===== src/rtl/stm_ram.sv =====
`default_nettype none
module stm_ram #(
    parameter int WIDTH = 32,
    parameter int DEPTH = 64
) (
    input  wire logic                            clk,
    input  wire logic                            we,
    input  wire logic [$clog2(DEPTH)-1:0]        waddr,
    input  wire logic [WIDTH-1:0]                wdata,
    input  wire logic [$clog2(DEPTH)-1:0]        raddr,
    output logic      [WIDTH-1:0]                rdata
);

    logic [WIDTH-1:0] mem_reg [DEPTH];

    always_ff @(posedge clk)
    begin
        if (we)
        begin
            mem_reg[waddr] <= wdata;
        end
        rdata <= mem_reg[raddr];
    end

endmodule
`default_nettype wire


===== config.mk =====
export PLATFORM = sky130hd
export DESIGN_NAME = stm_ram
export DESIGN_NICKNAME = d
export VERILOG_FILES = /design/src/rtl/stm_ram.sv
export SDC_FILE = /design/constraint.sdc
export NUM_CORES = 2
export LEC_CHECK = 0
export BUFFER_PORTS_ARGS = -buffer_cell sky130_fd_sc_hd__buf_2
export CAP_MARGIN = 20
export CORE_ASPECT_RATIO = 1.1
export CORE_MARGIN = 2
export CORE_UTILIZATION = 30
export CTS_BUF_LIST = sky130_fd_sc_hd__clkbuf_4
export CTS_CLUSTER_SIZE = 30
export DETAILED_ROUTE_END_ITERATION = 7
export PLACE_DENSITY_LB_ADDON = 0.3
export SLEW_MARGIN = 20
export SYNTH_ARGS = -nofsm -noshare
export SYNTH_HDL_FRONTEND = slang
export SYNTH_SLANG_ARGS = --single-unit

===== constraint.sdc =====
create_clock -name clk -period 4.7 [get_ports clk]
set_clock_uncertainty 0.2 [all_clocks]
set_input_delay 0 -clock clk [delete_from_list [all_inputs] [get_ports clk]]
set_output_delay 0 -clock clk [all_outputs]
set_load 0.01 [all_outputs]

==> summary.md <==
| Metric | Value |
|---|---|
| Router iterations before antenna repair | `6` |
| Syn nets | `3370` |
| Detailed Route WL | `~220000 um` |
| Max-cap violations | `0` |
| Pin count of the biggest net entering global routing | `72` |
| HP Class | `input pin to flop` |
| Detailed placement HPWL | `approximately 120000 um` |
| Pwr/cell area | `413 mW/mm2` |
| Vias | `roughly 39000` |
| WL per Instance | `28.0 um` |
| Top post-synthesis cells by area | `edfxtp_1 78%, mux4_2 16%, mux2i_1 1.2%` |
| Avg Inst Size Synth | `~24 um2` |
| Syn Inst Count | `between 3000 and 4000` |
| Post-Syn Area | `between 0.07 and 0.08 mm2` |
| Crit path DAT | `roughly 5 ns` |
| Initial Utilization | `0.302` |
| Layout cell share with drive strength beyond 1 | `0.393` |
| CTS H-Tree Depth | `6` |
| Synth top cells by count | `2048 x edfxtp_1, 544 x mux4_2, 137 x nor2_1, 93 x mux2i_1, 84 x o22ai_1` |
| Die ar. | `around 0.27 mm2` |
| I/O pin total | `just under 80` |
| Root Driver | `clkbuf_4` |
| Core ar. | `~0.26 mm2` |
| Filler cell count | `about 24000` |
| Number of synthesized register bits | `2080` |
| Fin. Hold Viols | `0` |
| CTS Sinks | `2080` |
| Syn. warnings | `0` |
| Max FFs per register | `around 2000` |
| Num CTS Buffers | `between 500 and 600` |
| Global route total overflow | `0` |
| Top cell type's share of synthesized area | `0.783` |
| Antenna-violating nets left | `0` |
| Max-slew violations | `0` |
| Final period utilization | `0.872` |
| Ys flop type | `edfxtp_1` |
| DP Area | `0.0845 mm2` |
| Vias per inst | `4.95` |
| Critical Path Start Type | `input pin` |
| DRT iter0 DRCs | `roughly 3800` |
| Sequential Area | `0.0621 mm2` |
| Status | `completed` |
| GR Util All Layers | `0.166` |
| Vias in the first global route | `between 40000 and 50000` |
| Die width | `between 400 and 500 um` |
| Post-synth EDFFs | `roughly 2000` |
| Worst VDD drop | `between 0.2 and 0.25 mV` |
| Cell taking the most area after synthesis | `edfxtp_1` |
| Initial antenna violation count | `19` |
| First-pass GRT wire length | `about 310000 um` |
| Netlist cell types | `34` |
| # rows | `roughly 200` |
| FMAX | `~240 MHz` |
| Clock transition at path regs | `around 0.060 ns` |
| Final instance area | `0.0932 mm2` |
| Most common cell in the synthesized netlist | `edfxtp_1` |
| Final net count | `a little over 4000` |
| Synth async-reset ratio | `0` |
| Routability cong. | `0.778` |
| Multi-input gate area | `roughly 0.016 mm2` |
| Aggregate negative setup slack | `0 ns` |
| Post-CTS setup buffer count | `0` |
| Port Buffers | `77` |
| Data required, critical path | `approximately 5.7 ns` |
| # resized after CTS | `0` |
| CTS Buffer Depth | `4` |
| Final min period | `4.10 ns` |
| RSZ-0062 raised after global routing | `false` |
| Max transition margin | `0.248` |
| Tightest Pin Transition | `around 1.1 ns` |
| CTS tree | `yes` |
| Final setup viols | `0` |
| Clk Latency, worst-skew pair | `~1.4 ns` |
| Critical path endpoint category | `flop` |
| Die H | `roughly 540 um` |
| Setup CP Type | `input pin to flop` |
| Seq/Total Area, Yosys | `0.791` |
| Detailed-route DRC error count | `0` |
| Cell leakage power | `29.7 nW` |
| Worst-path fanout max | `between 60 and 70` |
| P&R area growth vs syn | `18.7%` |
## path summary, 6_finish.rpt
path | cells past startpoint | start | slack [ns] | to
setup / recovery | 11 | raddr[0] | 0.60 | rdata[22]$_DFF_P_
hold / removal | 4 | wdata[4] | 0.14 | mem_reg[15][4]$_DFFE_PP_
setup reg to reg | 8 | mem_reg[27][22]$_DFFE_PP_ | 0.65 | rdata[22]$_DFF_P_
hold reg to reg | 4 | mem_reg[28][4]$_DFFE_PP_ | 0.65 | rdata[4]$_DFF_P_
## critical path, cell delays in order
cell	delay [ns]
dlygate4sd3_1	0.58
buf_8	0.47
buf_12	0.48
mux4_2	0.59
dlygate4sd3_1	0.59
mux4_2	0.45
dlygate4sd3_1	0.57
o22ai_1	0.12
dlygate4sd3_1	0.57
nor2_1	0.05
dlygate4sd3_1	0.56
## kinds of logic after synthesis
kind of cell / after synthesis / synth area share
simple gates: 223 / 0.0127
compound gates: 202 / 0.0167
mux: 637 / 0.168
flops: 2080 / 0.791
buf+inv: 182 / 0.0113
## power by group
| part | internal, mW | switching (mW) | total (mW) |
|---|---|---|---|
| Combinational | 0.813 | 1.21 | 2.03 |
| Clock | 8.55 | 7.30 | 15.9 |
| Sequential | 20.5 | 0.110 | 20.6 |
| Total | 29.9 | 8.63 | 38.5 |
## stage by stage
stage	hold slack (ns)	util	instances	worst slack, ns	power, mW
2_1_floorplan	-0.101	-	3324	1.34	22.0
3_3_place_gp	0.223	0.325	6865	0.692	23.0
3_5_place_dp	0.216	0.325	6867	0.665	23.0
4_1_cts	0.00152	0.359	7953	0.645	39.0
5_1_grt	0.0437	0.359	7969	0.462	40.1
6_report	0.145	0.359	7971	0.602	38.5
## cell usage in the layout (no fill, tap or decap), types with 20 or more instances in the layout
| master | netlist | layout |
|---|---|---|
| edfxtp_1 | 2048 | 2048 |
| clkbuf_4 | 0 | 832 |
| mux4_2 | 544 | 544 |
| buf_4 | 25 | 162 |
| dlygate4sd3_1 | 0 | 120 |
| mux2i_1 | 93 | 93 |
| o22ai_1 | 84 | 84 |
| nor2_1 | 137 | 75 |
| clkinv_1 | 0 | 75 |
| buf_2 | 57 | 73 |
| a21oi_1 | 62 | 62 |
| nor2_4 | 0 | 62 |
| dfxtp_1 | 32 | 32 |
| o221ai_1 | 27 | 27 |
| nand2_1 | 26 | 25 |
| buf_16 | 0 | 20 |
## timing repair
action	4_1_cts	5_1_grt
hold buffers	138	0
hold endpoints to repair	4075	0
endpoints found under the setup margin	0	0
## routing by layer
metal  share of wire  up-vias  GRT usage
met3           0.064      359     0.0332
met1            0.41    21300      0.216
li1                -    16200          -
met2            0.50     1556      0.276
met4           0.027        4     0.0568
met5        0.000094        -          0
## layout make-up
class,count,share of cell area
antenna,18,0.000483
clock buffer,832,0.0670
clock inverter,116,0.00742
multi-input combinational,1062,0.171
sequential,2080,0.667
tap,3465,0.0465
timing repair buffer,398,0.0404
Note: power is estimated with default switching activity, not from simulation.
