**config.mk**
```make
export PLATFORM = sky130hd
export DESIGN_NAME = stm_div
export DESIGN_NICKNAME = d
export VERILOG_FILES = /design/src/rtl/stm_pkg.sv /design/src/rtl/stm_div.sv
export SDC_FILE = /design/constraint.sdc
export NUM_CORES = 1
export LEC_CHECK = 0
export BUFFER_PORTS_ARGS = -buffer_cell sky130_fd_sc_hd__clkbuf_2
export CORE_MARGIN = 2
export CORE_UTILIZATION = 35
export DETAILED_ROUTE_END_ITERATION = 8
export PLACE_DENSITY_LB_ADDON = 0.12
export SLEW_MARGIN = 20
export SYNTH_ARGS = -nofsm -noshare
export SYNTH_HDL_FRONTEND = slang
export SYNTH_SLANG_ARGS = --single-unit
```
**constraint.sdc**
```tcl
create_clock -name clk -period 6.7 [get_ports clk]
set_clock_uncertainty 0.2 [all_clocks]
set_input_delay 0.335 -clock clk [delete_from_list [all_inputs] [get_ports clk]]
set_output_delay 0.335 -clock clk [all_outputs]
set_load 0.03 [all_outputs]
```
**src/rtl/stm_pkg.sv**
```systemverilog
`default_nettype none
package stm_pkg;

    localparam int WINDOW_MAX_DEF = 64;
    localparam int SAMPLE_BITS    = 32;
    localparam int WLEN_BITS      = 7;
    localparam int CFG_IDX_BITS   = 8;
    localparam int CFG_DATA_BITS  = 8;
    localparam int ROOT_BITS      = 2 * SAMPLE_BITS;

    localparam logic [WLEN_BITS-1:0] WLEN_RESET = 7'd8;

    typedef enum logic [CFG_IDX_BITS-1:0] {
        REG_WINDOW_LENGTH = 8'd0,
        REG_DISCARD       = 8'd1
    } cfg_reg_t;

    typedef enum logic [3:0] {
        ST_IDLE,
        ST_EVICT,
        ST_WRITE,
        ST_SCAN,
        ST_MDIV,
        ST_MWAIT,
        ST_VAR,
        ST_VDIV,
        ST_VWAIT,
        ST_SQRT,
        ST_DONE
    } state_t;

    typedef struct packed {
        logic busy;
        logic done;
    } div_stat_t;

endpackage
`default_nettype wire

```
**src/rtl/stm_div.sv**
```systemverilog
`default_nettype none
// Restoring divider, one quotient bit per cycle.
module stm_div #(
    parameter int DIVIDEND_W = 71,
    parameter int DIVISOR_W  = 7
) (
    input  wire logic                    clk,
    input  wire logic                    rst_n,
    input  wire logic                    start,
    input  wire logic [DIVIDEND_W-1:0]   dividend,
    input  wire logic [DIVISOR_W-1:0]    divisor,
    output logic      [DIVIDEND_W-1:0]   quotient,
    output stm_pkg::div_stat_t           stat
);

    localparam int NW = $clog2(DIVIDEND_W + 1);

    logic [DIVISOR_W-1:0]  rem_reg, rem_next;
    logic [DIVIDEND_W-1:0] quo_reg, quo_next;
    logic [DIVISOR_W-1:0]  dsr_reg, dsr_next;
    logic [NW-1:0]         cnt_reg, cnt_next;
    logic                  done_reg, done_next;
    logic [DIVISOR_W:0]    trial;
    logic [DIVISOR_W:0]    diff;

    always_ff @(posedge clk or negedge rst_n)
    begin
        if (!rst_n)
        begin
            cnt_reg  <= '0;
            done_reg <= 1'b0;
        end
        else
        begin
            cnt_reg  <= cnt_next;
            done_reg <= done_next;
        end
    end

    always_ff @(posedge clk)
    begin
        rem_reg <= rem_next;
        quo_reg <= quo_next;
        dsr_reg <= dsr_next;
    end

    always_comb
    begin
        trial     = {rem_reg, quo_reg[DIVIDEND_W-1]};
        diff      = trial - {1'b0, dsr_reg};
        rem_next  = rem_reg;
        quo_next  = quo_reg;
        dsr_next  = dsr_reg;
        cnt_next  = cnt_reg;
        done_next = 1'b0;
        if (start)
        begin
            rem_next = '0;
            quo_next = dividend;
            dsr_next = divisor;
            cnt_next = NW'(DIVIDEND_W);
        end
        else if (cnt_reg != '0)
        begin
            if (trial >= {1'b0, dsr_reg})
            begin
                rem_next = diff[DIVISOR_W-1:0];
                quo_next = {quo_reg[DIVIDEND_W-2:0], 1'b1};
            end
            else
            begin
                rem_next = trial[DIVISOR_W-1:0];
                quo_next = {quo_reg[DIVIDEND_W-2:0], 1'b0};
            end
            cnt_next = cnt_reg - NW'(1);
            done_next = (cnt_reg == NW'(1));
        end
    end

    assign quotient  = quo_reg;
    assign stat.busy = (cnt_reg != '0);
    assign stat.done = done_reg;

endmodule
`default_nettype wire

```
==> metrics.txt, run 1 <==
Slew Limit Headroom=0.327; Final setup viols=0; Die Y-Extent=115 µm; commonest non-fill, non-tap cell in the layout=clkbuf_2; final net count=543; DRC viols=0; Crit path max-delay family=simple AND/OR/NAND/NOR gates; final setup margin=3.88 ns; cell depth of the worst flop-to-flop path=6; IO Pins=154; WP data arrival=2.60 ns; core footprint=0.0120 mm²; flops & latches, synth=93; initial antenna violation count=0; LEAKAGE=2.39 nW; mapped cell area=0.00432 mm²; total iterations of the first detailed-routing run=4; final wirelength=9320 µm; met3 WL=790 µm; Worst R2R Setup Slack=3.88 ns; RR Endpoint=quotient[53]; Yosys cell types=43; yosys warns=0; CTS max path bufs=2; crit share post-route=0.421; slowest stage delay, CP=0.56 ns; Yosys top cell area share=0.543; worst hold endpoint=dsr_reg[4]; Die Footprint=0.0132 mm²; most frequent cells in the layout=clkbuf_2, edfxtp_1, mux2_2; Period minus WS final=2.82 ns; routed len/inst=15.4 µm; Overall Power=0.00171 W; antenna viol nets, final=0; CP max FO=70; HPWL reported at the end of detailed placement=6500 µm; total number of vias=2911; CP max stage cell=nor2b_1; met1 wire length=4130 µm; Hold Path Stages=1; Root Driver=clkbuf_16; r2r startpoint=cnt_reg[0]; Num CTS Buffers=9; met2 WL post-DR=4260 µm; dpl ws=3.89 ns; Final Max Slew Viols=0; highest clock rate=0.354 GHz; Crit Path Category=reg2reg; synth top area cells=edfxtp_1, mux2_2, dfrtp_1; GR Overflow Total=0; Hold Crit Start=start; GR Util All Layers=0.147; final hold viol count=0; Cells after Synth=294; Initial Util=0.359; Hold WC Path Type=in2reg; post-synth top area cell=edfxtp_1; DR top layer=met4; Required @ worst endpoint=6.48 ns; initial DRC count=194; EDFF count, synth=78; RePlAce Congestion=0.786; WP buf/inv=3; Row Count=40; max FFs per register=71; asr flop ratio synth=0.0860; critical path cell sequence=inv_1 -> ha_1 -> or3b_1 -> nor2b_1 -> inv_2 -> buf_4; DR vias/cell=4.82; crit start category=flop; clk_lat worst skew=0.34 ns; post-synthesis net count=385; mean post-synth cell area=14.7 µm²; Seq/Total Area, Yosys=0.621; ys flop type=edfxtp_1; first-pass GRT wire length=14700 µm; share of cells above drive strength 1=0.536; max-capacitance violation count=0; area grow syn2layout=29.7%; CTS tree=done; pwr/cell area=305 mW/mm²; largest net degree at the start of global routing=82; CP Capture Type=flop; post-route setup TNS=0 ns; fillers=1113; worst-margin pin slew=1.01 ns; status=finished, final reports clean; RSZ-0062 raised after global routing=false; VDD IR max=0.000162 V; CTS clk-pin slew, worst paths=0.06 ns; vias in the first global route=2939; ANT cells=0; H-tree Lvls=3; die width=115 µm; PortBufs=153; Clock Sinks=93
## power by group
part | leakage [nW] | total [W] | internal, W | switching [W]
Sequential | 0.974 | 0.000750 | 0.000706 | 0.0000437
Combinational | 1.27 | 0.000416 | 0.000167 | 0.000249
Clock | 0.148 | 0.000542 | 0.000327 | 0.000215
## cells by family (layout without fill, tap and decap cells)
| kind of cell | Yosys count | in the layout | synth area share |
|---|---|---|---|
| adder cells (fa/ha/maj) | 10 | 10 | 0.0307 |
| AND/OR/NAND/NOR | 49 | 49 | 0.0606 |
| AO/OA/AOI/OAI | 35 | 35 | 0.0612 |
| flip-flops | 93 | 93 | 0.621 |
| multiplexers | 71 | 71 | 0.185 |
| XOR/XNOR | 5 | 5 | 0.0101 |
| buffers and inverters | 31 | 194 | 0.0307 |
## cells in the mapped netlist, types with 2 or more instances
master,count
a21oi_1,5
a311o_1,2
buf_2,4
clkbuf_1,9
dfrtp_1,8
dfxtp_1,7
edfxtp_1,78
ha_1,9
inv_1,15
mux2_2,71
nand2_1,15
nand2b_1,4
nor2_1,9
nor2b_1,5
nor3_1,4
nor4_1,2
o211ai_1,11
o21a_1,2
o21ai_0,5
o31ai_1,2
or2_2,2
xnor2_1,4
## how the worst max path moves through the flow
stage | slack, ns | startpoint | end | depth (start not counted)
after detailed placement | 3.89 | cnt_reg[0] | quotient[41] | 6
after floorplan | 3.54 | cnt_reg[0] | quotient[0] | 7
after global placement | 3.95 | cnt_reg[0] | quotient[40] | 6
final | 3.88 | cnt_reg[0] | quotient[53] | 6
after CTS | 3.89 | cnt_reg[0] | quotient[27] | 6
after global routing | 3.67 | cnt_reg[0] | quotient[53] | 6
## routing by layer
layer / GRT usage / vias up
li1: - / 1428
met1: 0.182 / 1379
met2: 0.225 / 96
met3: 0.0680 / 8
met4: 0.0554 / 0
met5: 0 / -
## stage by stage
stage / area, µm² / hold WS (ns) / utilization / cells
2_1_floorplan: 4320 / -0.161 / - / 294
3_3_place_gp: 5210 / -0.0100 / 0.434 / 580
3_5_place_dp: 5210 / -0.0122 / 0.434 / 580
4_1_cts: 5600 / 0.0726 / 0.466 / 604
5_1_grt: 5600 / 0.0719 / 0.466 / 604
6_report: 5600 / 0.0847 / 0.466 / 604
## cell type report
| class | instances | area, µm² | share of cell area |
|---|---|---|---|
| Tap cell | 147 | 184 | 0.0329 |
| Sequential cell | 93 | 2680 | 0.479 |
| Timing Repair Buffer | 163 | 863 | 0.154 |
| Clock inverter | 4 | 72.6 | 0.0130 |
| Inverter | 15 | 56.3 | 0.0101 |
| Multi-Input combinational cell | 170 | 1500 | 0.268 |
| Clock buffer | 12 | 236 | 0.0423 |
## what timing repair did
action / in CTS / in global routing
buffers inserted: 0 / 0
endpoints found under the hold margin: 15 / 0
resized for setup: 0 / 0
hold buffers: 8 / 0
(Power assumes the default switching activity.)
==> run 2, diff against run 1 <==
Settings changed: ABC_AREA set to 1.
Clock period 6.7 ns to 2.5 ns, I/O delays scaled along.
==> metrics.txt, run 2 <==
crit share post-route=0.857; total number of vias=3855; area grow syn2layout=47.8%; most frequent cell after synthesis=nand2_1; placed instance area=0.00533 mm²; HPWL reported at the end of detailed placement=7150 µm; share of cells above drive strength 1=0.266; Period minus WS final=2.14 ns; asr flop ratio synth=0.0860; Comb pwr share=0.274; Die Y-Extent=116 µm; final non-filler cell total=872; Hold WC Path Type=reg2reg; Cells after Synth=467; CTS max path bufs=2; most frequent cells in the layout=nand2_1, clkbuf_2, dlygate4sd3_1; CP Capture Type=flop; WP data arrival=2.11 ns; # Post-CTS Setup Buffers=0; sequential fraction of design power=0.414; Seq/Total Area, Yosys=0.613; CP max FO=8; clk_lat worst skew=0.34 ns; Required @ worst endpoint=2.47 ns; flops & latches, synth=93; Psw=0.00153 W; DR vias/cell=4.42; mean post-synth cell area=9.36 µm²; final net count=790; Yosys top cell area share=0.536; Crit Path Category=reg2reg; cell repeated most along the worst path=nand2_1; EDFF count, synth=78; dpl ws=0.395 ns; crit start category=flop; first-pass GRT wire length=18300 µm; Pint=0.00328 W; pwr/cell area=745 mW/mm²; critical path cell sequence=inv_1 -> ha_1 -> fa_1 -> inv_1 -> nand2_1 -> nand2_1 -> nand2_1 -> nand2_1 -> nand2_1 -> a31oi_1; synth top area cells=edfxtp_1, nand2_1, dfrtp_1; WP buf/inv=2; Die Footprint=0.0134 mm²; post-synthesis net count=558; post-route design area=0.00646 mm²; Initial Util=0.361; routed len/inst=12.9 µm; GR Util All Layers=0.175; Crit path max-delay family=adder cells; IO Pins=154; crit path launch=quotient[70]; ys flop type=edfxtp_1; CP max stage cell=fa_1; PortBufs=153; highest clock rate=0.467 GHz; commonest non-fill, non-tap cell in the layout=nand2_1; post-synth top area cell=edfxtp_1; RePlAce Congestion=0.794; VDD IR max=0.000377 V; CTS tree=done; placed cells=775; Yosys cell types=30; clock power share=0.312; GR Overflow Total=0; max-capacitance violation count=0; core footprint=0.0121 mm²; Final Max Slew Viols=0; final wirelength=11200 µm; die width=116 µm; mapped cell area=0.00437 mm²; slowest stage delay, CP=0.41 ns; Slew Limit Headroom=0.407; initial antenna violation count=0; ANT cells=0; r2r startpoint=quotient[70]; initial DRC count=262; Post-CTS Resized=0; Num CTS Buffers=9; hold-fix buffers at CTS=81; status=finished, final reports clean; Hold Crit Start=rem_reg[6]; max FFs per register=71; H-tree Lvls=3; fillers=1132; Final setup viols=0; final hold viol count=0; Multi-input gate area=0.00151 mm²; RSZ-0062 raised after global routing=false; LEAKAGE=3.22 nW; final setup margin=0.358 ns; register area=0.00268 mm²; antenna viol nets, final=0; sw frac=0.319; final core occ=0.534; largest net degree at the start of global routing=82; Row Count=40; worst-margin pin slew=0.889 ns; CTS clk-pin slew, worst paths=0.07 ns; Clock Sinks=93; yosys warns=0; Root Driver=clkbuf_16; vias in the first global route=3787; DRC viols=0; most common library cells after synthesis=nand2_1, edfxtp_1, inv_1, nand3_1; total iterations of the first detailed-routing run=4
[run 2: changes by cell type after synthesis, sizes merged, moves of 5 or more]
cell	before	now
mux2	71	0
o211ai	11	0
nand3	1	18
nor2b	5	0
buf	7	12
nor2	10	15
inv	15	31
nand3b	0	5
nand2	15	254
[run 2: worst paths after layout]
check | to | cells after the start | slack (ns)
max | quotient[0] | 10 | 0.36
min | rem_reg[6] | 2 | 0.28
max reg2reg | quotient[0] | 10 | 0.36
min reg2reg | rem_reg[6] | 2 | 0.28
max in group asynchronous | cnt_reg[2] | 3 | 1.26
min in group asynchronous | cnt_reg[5] | 3 | 0.57
[run 2: metrics by stage]
step	total power, W	hold slack (ns)	TNS, ns
3_5_place_dp	0.00324	-0.210	0
2_1_floorplan	0.00290	-0.371	-4.20
5_1_grt	0.00511	0.307	0
6_report	0.00481	0.276	0
4_1_cts	0.00487	0.278	0
3_3_place_gp	0.00324	-0.215	0
[run 2: power by group through the flow]
stage	Sequential (W)	Combinational [W]	Clock, W
6_report	0.00199	0.00132	0.00150
5_1_grt	0.00202	0.00148	0.00162
4_1_cts	0.00200	0.00133	0.00155
3_5_place_dp	0.00203	0.00122	0
3_3_place_gp	0.00203	0.00121	0
2_1_floorplan	0.00222	0.000672	0
[run 2: cell families (layout without fill, tap and decap cells)]
| kind of cell | count (synthesis) | count (layout) | synth area share |
|---|---|---|---|
| compound gates | 14 | 14 | 0.0209 |
| flops | 93 | 93 | 0.613 |
| xor+xnor | 4 | 4 | 0.00801 |
| simple gates | 298 | 298 | 0.282 |
| fa+ha+maj | 10 | 10 | 0.0303 |
| buf+inv | 48 | 285 | 0.0452 |
[run 2: layout make-up]
cell class / instances / area share
tap: 168 / 0.0325
multi-input combinational: 326 / 0.233
clock inverter: 7 / 0.0159
clock buffer: 9 / 0.0348
sequential: 93 / 0.415
inverter: 31 / 0.0186
timing repair buffer: 238 / 0.250
[run 2: worst min-delay path, delay by kind of cell, from the launching register on]
| family | cells | cell delay [ns] |
|---|---|---|
| flip-flops | 1 | 0.33 |
| AND/OR/NAND/NOR | 2 | 0.10 |
[run 2: layer usage]
layer	GRT usage	routed length, µm
met1	0.224	4930
met2	0.287	5510
met3	0.0424	594
met4	0.0706	195
met5	0	0
